## src/hdl/lswc_pkg.sv

```systemverilog
package lswc_pkg;

    // Number of endpoint moves the chain can make before a segment is given up.
    localparam int unsigned CLIP_STAGES = 4;

    // Region code bits, highest first: above, below, right, left.
    localparam int unsigned CODE_BITS  = 4;
    localparam int unsigned BIT_ABOVE  = 3;
    localparam int unsigned BIT_BELOW  = 2;
    localparam int unsigned BIT_RIGHT  = 1;
    localparam int unsigned BIT_LEFT   = 0;

    typedef logic [CODE_BITS-1:0] region_code_t;

    // Configuration register indexes.
    typedef enum logic [1:0] {
        REG_X_MIN = 2'd0,
        REG_Y_MIN = 2'd1,
        REG_X_MAX = 2'd2,
        REG_Y_MAX = 2'd3
    } cfg_reg_t;

    // Clip cell sequencer.
    typedef enum logic [2:0] {
        CELL_IDLE,
        CELL_EVAL,
        CELL_DIV,
        CELL_WB,
        CELL_FULL
    } cell_state_t;

    // Outcome travelling with a segment along the chain.
    typedef struct packed {
        logic resolved;
        logic visible;
    } seg_status_t;

endpackage

```

## src/hdl/lswc_cell.sv

```systemverilog
module lswc_cell #(
    parameter int COORD_WIDTH = 16
) (
    input  logic                          aclk,
    input  logic                          aresetn,
    input  logic signed [COORD_WIDTH-1:0] win_x_min,
    input  logic signed [COORD_WIDTH-1:0] win_y_min,
    input  logic signed [COORD_WIDTH-1:0] win_x_max,
    input  logic signed [COORD_WIDTH-1:0] win_y_max,
    input  logic                          in_valid,
    output logic                          in_ready,
    input  logic signed [COORD_WIDTH-1:0] in_x0,
    input  logic signed [COORD_WIDTH-1:0] in_y0,
    input  logic signed [COORD_WIDTH-1:0] in_x1,
    input  logic signed [COORD_WIDTH-1:0] in_y1,
    input  lswc_pkg::seg_status_t         in_status,
    output logic                          out_valid,
    input  logic                          out_ready,
    output logic signed [COORD_WIDTH-1:0] out_x0,
    output logic signed [COORD_WIDTH-1:0] out_y0,
    output logic signed [COORD_WIDTH-1:0] out_x1,
    output logic signed [COORD_WIDTH-1:0] out_y1,
    output lswc_pkg::seg_status_t         out_status
);
    import lswc_pkg::*;

    localparam int W     = COORD_WIDTH;
    localparam int PW    = 2 * COORD_WIDTH;
    localparam int CNT_W = $clog2(PW);
    localparam logic [CNT_W-1:0] CNT_LAST = CNT_W'(PW - 1);

    cell_state_t               st_reg, st_next;
    logic signed [W-1:0]       x0_reg, y0_reg, x1_reg, y1_reg;
    seg_status_t               stat_reg;
    logic                      first_reg;
    logic                      horiz_reg;
    logic signed [W-1:0]       edge_reg;
    logic signed [W-1:0]       base_reg;
    logic                      neg_reg;
    logic                      zden_reg;
    logic [W-1:0]              den_reg;
    logic [PW-1:0]             div_reg;
    logic [W-1:0]              rem_reg;
    logic [W-1:0]              quo_reg;
    logic [CNT_W-1:0]          cnt_reg;

    region_code_t              c0, c1, csel;
    logic signed [W-1:0]       e_val, a_val, p_lo, p_hi;
    logic signed [W:0]         d_s, n_s, den_s;
    logic [W-1:0]              d_m, n_m, den_m;
    logic [W:0]                rem_w, rem_sub;
    logic                      q_bit;
    logic signed [W:0]         moved;
    logic [W-1:0]              q_eff;

    function automatic region_code_t region(
        input logic signed [W-1:0] x, input logic signed [W-1:0] y,
        input logic signed [W-1:0] xl, input logic signed [W-1:0] yl,
        input logic signed [W-1:0] xh, input logic signed [W-1:0] yh);
        region_code_t c;
        c = '0;
        c[BIT_ABOVE] = (y > yh);
        c[BIT_BELOW] = (y < yl);
        c[BIT_RIGHT] = (x > xh);
        c[BIT_LEFT]  = (x < xl);
        return c;
    endfunction

    function automatic logic [W-1:0] mag(input logic signed [W:0] v);
        logic signed [W:0] a;
        a = v[W] ? -v : v;
        return a[W-1:0];
    endfunction

    always_comb begin
        c0   = region(x0_reg, y0_reg, win_x_min, win_y_min, win_x_max, win_y_max);
        c1   = region(x1_reg, y1_reg, win_x_min, win_y_min, win_x_max, win_y_max);
        csel = (c0 != '0) ? c0 : c1;
        priority if (csel[BIT_ABOVE]) begin
            e_val = win_y_max;
        end else if (csel[BIT_BELOW]) begin
            e_val = win_y_min;
        end else if (csel[BIT_RIGHT]) begin
            e_val = win_x_max;
        end else begin
            e_val = win_x_min;
        end
        // Horizontal edge: interpolate x over y; vertical edge: y over x.
        if (csel[BIT_ABOVE] || csel[BIT_BELOW]) begin
            a_val = x0_reg;
            p_lo  = y0_reg;
            p_hi  = y1_reg;
            d_s   = {x1_reg[W-1], x1_reg} - {x0_reg[W-1], x0_reg};
        end else begin
            a_val = y0_reg;
            p_lo  = x0_reg;
            p_hi  = x1_reg;
            d_s   = {y1_reg[W-1], y1_reg} - {y0_reg[W-1], y0_reg};
        end
        n_s   = {e_val[W-1], e_val} - {p_lo[W-1], p_lo};
        den_s = {p_hi[W-1], p_hi} - {p_lo[W-1], p_lo};
        d_m   = mag(d_s);
        n_m   = mag(n_s);
        den_m = mag(den_s);
    end

    // One restoring division step per cycle.
    always_comb begin
        rem_w   = {rem_reg, div_reg[PW-1]};
        rem_sub = rem_w - {1'b0, den_reg};
        q_bit   = (rem_w >= {1'b0, den_reg});
    end

    always_comb begin
        q_eff = zden_reg ? '0 : quo_reg;
        moved = neg_reg ? ({base_reg[W-1], base_reg} - {1'b0, q_eff})
                        : ({base_reg[W-1], base_reg} + {1'b0, q_eff});
    end

    always_comb begin
        st_next = st_reg;
        unique case (st_reg)
            CELL_IDLE: if (in_valid) st_next = CELL_EVAL;
            CELL_EVAL: begin
                if (stat_reg.resolved || ((c0 | c1) == '0) || ((c0 & c1) != '0)) begin
                    st_next = CELL_FULL;
                end else begin
                    st_next = CELL_DIV;
                end
            end
            CELL_DIV:  if (cnt_reg == '0) st_next = CELL_WB;
            CELL_WB:   st_next = CELL_FULL;
            CELL_FULL: if (out_ready) st_next = CELL_IDLE;
            default:   st_next = CELL_IDLE;
        endcase
    end

    always_comb begin
        in_ready   = (st_reg == CELL_IDLE);
        out_valid  = (st_reg == CELL_FULL);
        out_x0     = x0_reg;
        out_y0     = y0_reg;
        out_x1     = x1_reg;
        out_y1     = y1_reg;
        out_status = stat_reg;
    end

    always_ff @(posedge aclk) begin
        if (!aresetn) begin
            st_reg <= CELL_IDLE;
        end else begin
            st_reg <= st_next;
        end
    end

    always_ff @(posedge aclk) begin
        unique case (st_reg)
            CELL_IDLE: begin
                x0_reg   <= in_x0;
                y0_reg   <= in_y0;
                x1_reg   <= in_x1;
                y1_reg   <= in_y1;
                stat_reg <= in_status;
            end
            CELL_EVAL: begin
                if (!stat_reg.resolved) begin
                    if ((c0 | c1) == '0) begin
                        stat_reg <= '{resolved: 1'b1, visible: 1'b1};
                    end else if ((c0 & c1) != '0) begin
                        stat_reg <= '{resolved: 1'b1, visible: 1'b0};
                    end
                end
                first_reg <= (c0 != '0);
                horiz_reg <= csel[BIT_ABOVE] || csel[BIT_BELOW];
                edge_reg  <= e_val;
                base_reg  <= a_val;
                neg_reg   <= (d_s[W] != n_s[W]) != den_s[W];
                zden_reg  <= (den_m == '0);
                den_reg   <= den_m;
                div_reg   <= d_m * n_m;
                rem_reg   <= '0;
                quo_reg   <= '0;
                cnt_reg   <= CNT_LAST;
            end
            CELL_DIV: begin
                rem_reg <= q_bit ? rem_sub[W-1:0] : rem_w[W-1:0];
                quo_reg <= {quo_reg[W-2:0], q_bit};
                div_reg <= {div_reg[PW-2:0], 1'b0};
                cnt_reg <= cnt_reg - 1'b1;
            end
            CELL_WB: begin
                if (first_reg) begin
                    x0_reg <= horiz_reg ? moved[W-1:0] : edge_reg;
                    y0_reg <= horiz_reg ? edge_reg : moved[W-1:0];
                end else begin
                    x1_reg <= horiz_reg ? moved[W-1:0] : edge_reg;
                    y1_reg <= horiz_reg ? edge_reg : moved[W-1:0];
                end
            end
            default: ;
        endcase
    end

    a_wb_after_div: assert property (@(posedge aclk) disable iff (!aresetn)
        (st_reg == CELL_WB) |-> ($past(st_reg) == CELL_DIV))
        else $error("clip cell wrote back without a division");

    a_rem_bound: assert property (@(posedge aclk) disable iff (!aresetn)
        (st_reg == CELL_DIV && !zden_reg) |-> (rem_reg < den_reg))
        else $error("divider remainder not below divisor");

    a_hold_full: assert property (@(posedge aclk) disable iff (!aresetn)
        (st_reg == CELL_FULL && !out_ready) |=>
            ($stable(x0_reg) && $stable(y1_reg) && $stable(stat_reg)))
        else $error("clip cell changed a segment it was still offering");

endmodule

```

## config.mk

```make
export PLATFORM = sky130hd
export DESIGN_NAME = lswc_cell
export DESIGN_NICKNAME = d
export VERILOG_FILES = /design/src/hdl/lswc_pkg.sv /design/src/hdl/lswc_cell.sv
export SDC_FILE = /design/constraint.sdc
export NUM_CORES = 1
export LEC_CHECK = 0
export ABC_CLOCK_PERIOD_IN_PS = 14900
export BUFFER_PORTS_ARGS = -buffer_cell sky130_fd_sc_hd__buf_4
export CORE_MARGIN = 1
export CORE_UTILIZATION = 45
export CTS_CLUSTER_DIAMETER = 60
export CTS_CLUSTER_SIZE = 28
export DETAILED_ROUTE_END_ITERATION = 16
export GPL_TIMING_DRIVEN = 0
export PLACE_DENSITY = 0.63
export SLEW_MARGIN = 20
export SYNTH_ARGS = -nofsm -noshare
export SYNTH_HDL_FRONTEND = slang
export SYNTH_SLANG_ARGS = --single-unit
```

## constraint.sdc

```tcl
create_clock -name aclk -period 14.9 [get_ports aclk]
set_input_delay 1.49 -clock aclk [delete_from_list [all_inputs] [get_ports aclk]]
set_output_delay 1.49 -clock aclk [all_outputs]
set_load 0.005 [all_outputs]
```

==> results of run 1 <==
-- metrics by stage --
stage / util, % / worst slack [ns] / setup TNS (ns)
finish: 51.8 / 0.468 / 0
global route: 51.8 / 0.0128 / 0
CTS: 51.1 / 0.0116 / 0
detailed placement: 49.9 / -2.22 / -23.58
global placement: 49.7 / -2.12 / -21.93
floorplan: - / 1.46 / 0
-- what timing repair did --
item                                    4_1_cts  5_1_grt
endpoints found under the setup margin       15       10
resized for setup                            25       52
pin swaps                                     1        9
gates cloned                                  0        0
setup buffers                                 2       15
-- cell usage in the layout, fill, tap and decap left out, types with 18 or more instances in the layout --
cell type / count
a211oi_1: 32
nor2_1: 282
ha_1: 319
and2_1: 62
o211ai_1: 26
nand2b_1: 44
nand3_1: 36
xor2_1: 38
fa_1: 199
inv_1: 435
clkbuf_1: 54
edfxtp_1: 187
o21ai_0: 118
a21o_1: 52
nor2b_1: 36
buf_4: 222
a31oi_1: 20
nand2_1: 337
xnor2_1: 101
mux2i_1: 28
o21bai_1: 19
o21a_1: 39
nor3_1: 31
nand4_1: 18
a21oi_1: 164
-- kinds of logic after synthesis --
family / after synthesis / share of synthesized area [%]
AND/OR/NAND/NOR: 943 / 16.8
AO/OA/AOI/OAI: 618 / 15.7
adder cells (fa/ha/maj): 529 / 30.9
buffers and inverters: 525 / 7.75
flip-flops: 190 / 21.7
XOR/XNOR: 162 / 5.80
multiplexers: 34 / 1.37
-- synth_stat cells, types with 18 or more instances --
cell type	count	area [sq um]
o21a_1	39	293
a21oi_1	170	851
fa_1	199	3980
a211oi_1	32	240
nand4_1	18	113
ha_1	320	4000
edfxtp_1	187	5620
nor3_1	31	155
xor2_1	42	368
xnor2_1	107	937
clkbuf_1	59	221
mux2i_1	28	280
o21bai_1	20	150
nand3_1	36	180
nor2b_1	36	225
nand2_1	338	1270
inv_1	436	1640
o21ai_0	125	626
nor2_1	283	1060
o211ai_1	26	195
nand2b_1	44	275
a31oi_1	20	125
and2_1	63	394
a21o_1	53	398
-- layer usage --
layer | track usage [%] | up-vias
met5 | 0 | -
met4 | 10.7 | 0
met3 | 5.50 | 151
met2 | 48.3 | 921
met1 | 42.0 | 11297
li1 | - | 10662
-- critical path, delay by kind of cell --
kind / cells / cell delay, ns
AO/OA/AOI/OAI: 20 / 4.66
adder cells (fa/ha/maj): 10 / 4.28
buffers and inverters: 15 / 2.11
AND/OR/NAND/NOR: 7 / 1.36
XOR/XNOR: 2 / 0.73
-- final cells by class --
type,count,area [sq um],area share [%]
timing repair buffer,222,1740,5.85
buffer,85,413,1.38
tap,765,957,3.21
inverter,439,1650,5.54
sequential,190,5680,19.0
multi-input combinational,2286,18800,63.1
clock buffer,19,443,1.49
clock inverter,13,126,0.424
-- worst paths after layout --
check | startpoint | to | slack [ns]
hold / removal | div_reg[1] | div_reg[2] | 0.52
hold reg to reg | div_reg[1] | div_reg[2] | 0.52
setup reg to reg | out_x0[2] | div_reg[31] | 1.00
setup / recovery | win_x_max[15] | div_reg[31] | 0.47
==> results.sh, run 1 <==
export IMPL_status="finished clean"
export IMPL_syn2layout_area_growth_pct=14.0
export IMPL_n_fill_cell=5448
export IMPL_rsz0062_at_grt="false"
export IMPL_cts_buffers=17
export IMPL_async_reset_ff_share_pct=0
export IMPL_rows=88
export IMPL_slew_headroom_pct=21.3
export IMPL_htreeDepth=4
export IMPL_topRoutingLayerUsed="met4"
export IMPL_worst_pin_slew_ns=1.17
export IMPL_synth_area_sq_um=26200
export IMPL_dieHeight_microns=243
export IMPL_avgViaCountPerCell=5.73
export IMPL_holdWs_ns=0.517
export IMPL_rr_worst_depth=48
export IMPL_firstDrtPassIters=5
export IMPL_place_port_buffers=201
export IMPL_worst_ep_required_time_ns=15.13
export IMPL_worstSetupEndpointType="flop"
export IMPL_seq_area_frac_synth_pct=21.7
export IMPL_cts_buffer_depth=2
export IMPL_initial_core_util_pct=45.4
export IMPL_post_route_cell_area_sq_um=29800
export IMPL_setup_violations=0
export IMPL_cp_max_fo=10
export IMPL_cp_arrival_ns=14.66
export IMPL_ioPinCount=202
export IMPL_vias=23031
export IMPL_crit_top_cell="inv_1"
export IMPL_largest_register_ffs=32
export IMPL_yosysWarnings=0
export IMPL_max_cap_violations=0
export IMPL_synth_seq_cells=190
export IMPL_drt_iter0_markers=1994
export IMPL_dp_hpwl_microns=75500
export IMPL_n_antenna_cell=0
export IMPL_fin_cells=4019
export IMPL_clock_fmax_mhz=69.3
export IMPL_ant_nets=0
export IMPL_synthFlopType="edfxtp_1"
export IMPL_hold_depth=2
export IMPL_skew_ns=0.0236
export IMPL_ctsHoldBuffers=0
export IMPL_slew_viol_final=0
export IMPL_crit_slowest_cell="fa_1"
export IMPL_grt_max_degree=56
export IMPL_worstSetupStartpointType="input pin"
export IMPL_antenna_found_initial=1
export IMPL_hold_viol=0
export IMPL_max_stage_delay_ns=0.55
export IMPL_grt_pass1_wl_microns=136000
export IMPL_drc_errors=0
export IMPL_drive_above_1_share_pct=11.7
export IMPL_wl_met2_microns=40700
export IMPL_clkSinkCount=190
export IMPL_synth_distinct_cells=100
export IMPL_place_area_sq_um=28800
export IMPL_place_gp_congestion=1.00
export IMPL_fin_crit_ns=14.43
export IMPL_track_usage_pct=30.6
export IMPL_hold_class="reg2reg"
export IMPL_wl_met3_microns=6370
export IMPL_netlist_instances=3001
export IMPL_synth_edf_count=187
export IMPL_period_share_pct=96.9
export IMPL_path_class="in2reg"
export IMPL_synth_nets=3654
export IMPL_met1Wirelength_microns=40100
export IMPL_worstSkewPairLatency_ns=0.51
export IMPL_final_nets=3894
export IMPL_path_clk_slew_ns=0.08
export IMPL_cts_tree="yes"
export IMPL_place_inst=3971
export IMPL_core_sq_um=57600
export IMPL_wl_microns=90200
export IMPL_die_x_microns=243
export IMPL_wl_per_cell_microns=22.4
export IMPL_root_buffer="clkbuf_16"
export IMPL_globalRoute_totalOverflow=0
export IMPL_avgSynthCellArea_sq_um=8.72
export IMPL_dieArea_sq_um=59100
export IMPL_grt_pass1_vias=22833
Power of run 1 is not shown: default switching activity piles up to over one toggle a cycle in this logic, so the estimate is an artifact.
==> run 2, diff against run 1 <==
--- a/config.mk
+++ b/config.mk
@@ -5,11 +5,11 @@
 export SDC_FILE = /design/constraint.sdc
 export NUM_CORES = 1
 export LEC_CHECK = 0
-export ABC_CLOCK_PERIOD_IN_PS = 14900
+export ABC_CLOCK_PERIOD_IN_PS = 15300
 export BUFFER_PORTS_ARGS = -buffer_cell sky130_fd_sc_hd__buf_4
 export CORE_MARGIN = 1
 export CORE_UTILIZATION = 45
-export CTS_CLUSTER_DIAMETER = 60
+export CTS_CLUSTER_DIAMETER = 30
 export CTS_CLUSTER_SIZE = 28
 export DETAILED_ROUTE_END_ITERATION = 16
 export GPL_TIMING_DRIVEN = 0
==> constraint.sdc (replaced) <==
create_clock -name aclk -period 15.3 [get_ports aclk]
set_input_delay 1.53 -clock aclk [delete_from_list [all_inputs] [get_ports aclk]]
set_output_delay 1.53 -clock aclk [all_outputs]
set_load 0.005 [all_outputs]
==> run 2 against run 1 <==
Worst hold slack about the same; core utilization down 0.30 points; non-clock buffer count down 6; sequential share of layout area up 0.11 points; clock-buffer cell count unchanged; final cell count down 0.15%; via count down 0.35%; register-to-register slack better by 0.11 ns.
==> results.sh, run 2 (synthesized netlist as in run 1, its figures left out) <==
export IMPL_clock_fmax_mhz=67.4
export IMPL_dieArea_sq_um=59100
export IMPL_track_usage_pct=30.6
export IMPL_drive_above_1_share_pct=11.1
export IMPL_grt_max_degree=56
export IMPL_globalRoute_totalOverflow=0
export IMPL_worst_pin_slew_ns=1.21
export IMPL_pre_cts_ws_ns=-1.86
export IMPL_slew_viol_final=0
export IMPL_r2r_start="out_y0[15]"
export IMPL_largest_register_ffs=32
export IMPL_grt_pass1_wl_microns=136000
export IMPL_wl_microns=90000
export IMPL_drc_errors=0
export IMPL_syn2layout_area_growth_pct=13.3
export IMPL_dieHeight_microns=243
export IMPL_worstSetupEndpointType="flop"
export IMPL_r2r_end="div_reg[31]"
export IMPL_max_cap_violations=0
export IMPL_cp_startpoint="win_x_max[15]"
export IMPL_initial_core_util_pct=45.4
export IMPL_htreeDepth=4
export IMPL_status="finished clean"
export IMPL_period_share_pct=97.0
export IMPL_cts_tree="yes"
export IMPL_final_nets=3888
export IMPL_ant_nets=0
export IMPL_cp_num_cells=54
export IMPL_layout_common_cells="inv_1, nand2_1, ha_1"
export IMPL_wl_per_cell_microns=22.4
export IMPL_crit_end="div_reg[31]"
export IMPL_worstSetupStartpointType="input pin"
export IMPL_ioPinCount=202
export IMPL_skew_ns=0.0195
export IMPL_hold_viol=0
export IMPL_n_antenna_cell=0
export IMPL_clkSinkCount=190
export IMPL_path_class="in2reg"
export IMPL_setup_violations=0
export IMPL_path_clk_slew_ns=0.08
export IMPL_vias=22950
export IMPL_max_stage_delay_ns=0.56
export IMPL_hold_class="reg2reg"
export IMPL_grt_pass1_vias=22792
export IMPL_place_port_buffers=201
export IMPL_avgViaCountPerCell=5.72
export IMPL_worst_ep_required_time_ns=15.53
export IMPL_cp_max_fo=10
export IMPL_rr_worst_depth=48
export IMPL_firstDrtPassIters=7
export IMPL_crit_slowest_cell="fa_1"
export IMPL_dp_hpwl_microns=75500
export IMPL_slew_headroom_pct=19.1
export IMPL_crit_buf_inv=14
export IMPL_die_x_microns=243
export IMPL_critical_path_top_delay_family="compound AO/OA/AOI/OAI gates"
export IMPL_cts_buffers=17
export IMPL_drt_iter0_markers=1903
export IMPL_r2r_slack_ns=1.11
export IMPL_n_fill_cell=5459
export IMPL_setup_ws_ns=0.453
export IMPL_cts_buffer_depth=2
export IMPL_mostFrequentLayoutCell="inv_1"
export IMPL_antenna_found_initial=1
export IMPL_root_buffer="clkbuf_16"
export IMPL_cp_arrival_ns=15.08
export IMPL_worstHoldStart="div_reg[1]"
export IMPL_worstSkewPairLatency_ns=0.51
export IMPL_core_sq_um=57600
export IMPL_rows=88
export IMPL_fin_crit_ns=14.85
export IMPL_place_gp_congestion=1.00
## run 2: repair_timing
action                                  in CTS  in global routing
hold buffers                                 0                  0
endpoints found under the hold margin        0                  0
endpoints found under the setup margin      13                 10
gates resized for setup                     17                 32
buffers inserted                             0                 11
pin swaps                                    1                  6
## run 2: worst reg2reg max path, delay by kind of cell (launching register included)
family,cells,cell delay (ns)
AOI/OAI and AO/OA,21,5.79
buffers and inverters,9,1.90
xor gates and xnor gates,2,0.45
DFF,1,0.58
adders and majority gates,9,4.15
and+or+nand+nor,7,1.03
## run 2: worst min-delay path by stage
| stage | endpoint | depth (start not counted) |
|---|---|---|
| finish | div_reg[2] | 2 |
| global route | div_reg[1] | 2 |
| CTS | div_reg[2] | 2 |
| detailed placement | div_reg[4] | 2 |
| floorplan | div_reg[1] | 2 |
| global placement | div_reg[2] | 2 |
## run 2: cell type report
class / instances / area [sq um] / share of cell area, %
Clock buffer: 19 / 443 / 1.49
Multi-Input combinational cell: 2286 / 18700 / 63.1
Timing Repair Buffer: 216 / 1690 / 5.69
Buffer: 85 / 402 / 1.35
Tap cell: 765 / 957 / 3.23
Sequential cell: 190 / 5680 / 19.1
Clock inverter: 13 / 126 / 0.426
Inverter: 439 / 1650 / 5.56
## run 2: per-layer routing
metal,track usage [%],up-vias,wire (microns)
li1,-,10633,-
met1,41.9,11250,39600
met2,48.4,900,40400
met3,5.47,167,6890
met4,10.6,0,3210
met5,0,-,0
## run 2: through the flow
| step | util [%] | cell area [sq um] | std cells | hold WS [ns] | setup TNS [ns] |
|---|---|---|---|---|---|
| 2_1_floorplan | - | 26200 | 3001 | 0.484 | 0 |
| 3_3_place_gp | 49.7 | 28600 | 3967 | 0.488 | -15.99 |
| 3_5_place_dp | 49.9 | 28800 | 3971 | 0.500 | -17.51 |
| 4_1_cts | 51.1 | 29400 | 4002 | 0.521 | 0 |
| 5_1_grt | 51.5 | 29600 | 4013 | 0.548 | -0.0185 |
| 6_report | 51.5 | 29600 | 4013 | 0.517 | 0 |
Power of run 2 is left out for the same reason.
==> run 3, diff against run 2 <==
--- a/config.mk
+++ b/config.mk
@@ -8,12 +8,12 @@
 export ABC_CLOCK_PERIOD_IN_PS = 15300
 export BUFFER_PORTS_ARGS = -buffer_cell sky130_fd_sc_hd__buf_4
 export CORE_MARGIN = 1
-export CORE_UTILIZATION = 45
+export CORE_UTILIZATION = 63
 export CTS_CLUSTER_DIAMETER = 30
 export CTS_CLUSTER_SIZE = 28
 export DETAILED_ROUTE_END_ITERATION = 16
 export GPL_TIMING_DRIVEN = 0
-export PLACE_DENSITY = 0.63
+export PLACE_DENSITY = 0.83
 export SLEW_MARGIN = 20
 export SYNTH_ARGS = -nofsm -noshare
 export SYNTH_HDL_FRONTEND = slang
==> run 3 against run 2 <==
Core utilization rose by 20 points; clock-buffer cell count decreased by 2; setup slack worse by 0.16 ns; critical endpoint unchanged; highest routed layer is now met5.
==> results.sh, run 3 (synthesized netlist as in run 1, its figures left out) <==
export IMPL_worstSetupEndpointType="flop"
export IMPL_dieArea_sq_um=42300
export IMPL_ant_nets=0
export IMPL_r2r_slack_ns=0.83
export IMPL_hold_path_end="div_reg[2]"
export IMPL_worstHoldStart="div_reg[1]"
export IMPL_vias=23790
export IMPL_hold_class="reg2reg"
export IMPL_n_fill_cell=3079
export IMPL_mostFrequentLayoutCell="inv_1"
export IMPL_dp_hpwl_microns=72500
export IMPL_cts_tree="yes"
export IMPL_clkSinkCount=190
export IMPL_drive_above_1_share_pct=11.2
export IMPL_hold_viol=0
export IMPL_grt_pass1_vias=23022
export IMPL_firstDrtPassIters=6
export IMPL_cts_buffer_depth=2
export IMPL_dieHeight_microns=206
export IMPL_multi_input_area_sq_um=18700
export IMPL_clock_fmax_mhz=66.6
export IMPL_drc_errors=0
export IMPL_finalSetupTns_ns=0
export IMPL_r2r_end="div_reg[31]"
export IMPL_path_class="in2reg"
export IMPL_avgViaCountPerCell=6.30
export IMPL_status="finished clean"
export IMPL_cp_max_fo=19
export IMPL_period_share_pct=98.1
export IMPL_r2r_start="out_x0[2]"
export IMPL_rows=74
export IMPL_worstSetupStartpointType="input pin"
export IMPL_layout_common_cells="inv_1, nand2_1, ha_1"
export IMPL_antenna_found_initial=1
export IMPL_globalRoute_totalOverflow=0
export IMPL_ctsHoldBuffers=0
export IMPL_initial_core_util_pct=63.9
export IMPL_max_cap_violations=0
export IMPL_setup_violations=0
export IMPL_slew_headroom_pct=24.0
export IMPL_ioPinCount=202
export IMPL_wl_per_cell_microns=23.4
export IMPL_place_gp_congestion=1.07
export IMPL_crit_slowest_cell="fa_1"
export IMPL_cts_buffers=17
export IMPL_rr_worst_depth=49
export IMPL_worst_ep_required_time_ns=15.52
export IMPL_worstSkewPairLatency_ns=0.51
export IMPL_wl_microns=88500
export IMPL_drt_iter0_markers=2848
export IMPL_root_buffer="clkbuf_16"
export IMPL_path_clk_slew_ns=0.08
export IMPL_grt_max_degree=50
export IMPL_slew_viol_final=0
export IMPL_final_seq_area_sq_um=5680
export IMPL_max_stage_delay_ns=0.55
export IMPL_skew_ns=0.0235
export IMPL_track_usage_pct=42.4
export IMPL_cp_arrival_ns=15.23
export IMPL_htreeDepth=4
export IMPL_core_sq_um=40900
export IMPL_hold_depth=2
export IMPL_fin_crit_ns=15.01
export IMPL_final_nets=3886
export IMPL_place_port_buffers=201
export IMPL_largest_register_ffs=32
export IMPL_grt_pass1_wl_microns=132000
export IMPL_syn2layout_area_growth_pct=12.4
export IMPL_die_x_microns=206
export IMPL_worst_pin_slew_ns=1.13
-- run 3: changes by cell type in the layout (fill, tap and decap cells not counted), moves of 3 or more --
| cell | before | now |
|---|---|---|
| clkinv_8 | 1 | 5 |
| clkbuf_1 | 55 | 51 |
| o21ai_1 | 14 | 18 |
| o21ai_0 | 122 | 116 |
| inv_12 | 0 | 3 |
-- run 3: area by class of cell --
type | instances | area share, %
Clock inverter | 15 | 0.676
Clock buffer | 17 | 1.45
Inverter | 439 | 5.60
Antenna cell | 1 | 0.00851
Multi-Input combinational cell | 2286 | 63.7
Buffer | 85 | 1.37
Sequential cell | 190 | 19.3
Timing Repair Buffer | 214 | 5.64
Tap cell | 532 | 2.26
-- run 3: worst max-delay path by stage --
stage | from | end | slack, ns | cells after the start
after floorplan | win_x_max[15] | div_reg[30] | 1.82 | 55
after global placement | win_y_min[2] | div_reg[30] | -2.21 | 52
after detailed placement | win_y_min[2] | div_reg[30] | -2.48 | 52
after CTS | win_x_max[15] | div_reg[30] | 0.03 | 57
after global routing | win_x_max[15] | div_reg[30] | -0.05 | 53
final | win_y_min[3] | div_reg[31] | 0.29 | 51
-- run 3: per-layer routing --
| metal | vias up | GRT usage, % | part of all wire, % |
|---|---|---|---|
| li1 | 10644 | - | - |
| met5 | - | 0 | 0.015 |
| met4 | 2 | 17.7 | 4.3 |
| met2 | 1454 | 64.6 | 44 |
| met1 | 11432 | 55.7 | 40 |
| met3 | 258 | 13.0 | 12 |
-- run 3: per-stage QoR --
step | utilization, % | worst slack [ns] | instances | hold slack (ns) | instance area [sq um]
4_1_cts | 71.2 | 0.0274 | 3769 | 0.515 | 29200
2_1_floorplan | - | 1.82 | 3001 | 0.484 | 26200
3_5_place_dp | 69.5 | -2.48 | 3738 | 0.502 | 28400
3_3_place_gp | 69.2 | -2.21 | 3734 | 0.488 | 28300
6_report | 71.9 | 0.290 | 3779 | 0.513 | 29400
5_1_grt | 71.9 | -0.0494 | 3778 | 0.537 | 29400
-- run 3: repair_timing --
action / 4_1_cts / 5_1_grt
gates resized for setup: 24 / 44
endpoints found under the hold margin: 0 / 0
buffers inserted: 0 / 9
endpoints found under the setup margin: 10 / 9
pin swaps: 1 / 5
-- run 3: critical path, delay by kind of cell --
kind / cells / cell delay (ns)
AO/OA/AOI/OAI: 22 / 5.88
buffers and inverters: 12 / 2.10
AND/OR/NAND/NOR: 6 / 0.73
adder cells (fa/ha/maj): 9 / 4.12
XOR/XNOR: 2 / 0.81
Power of run 3 is left out for the same reason.
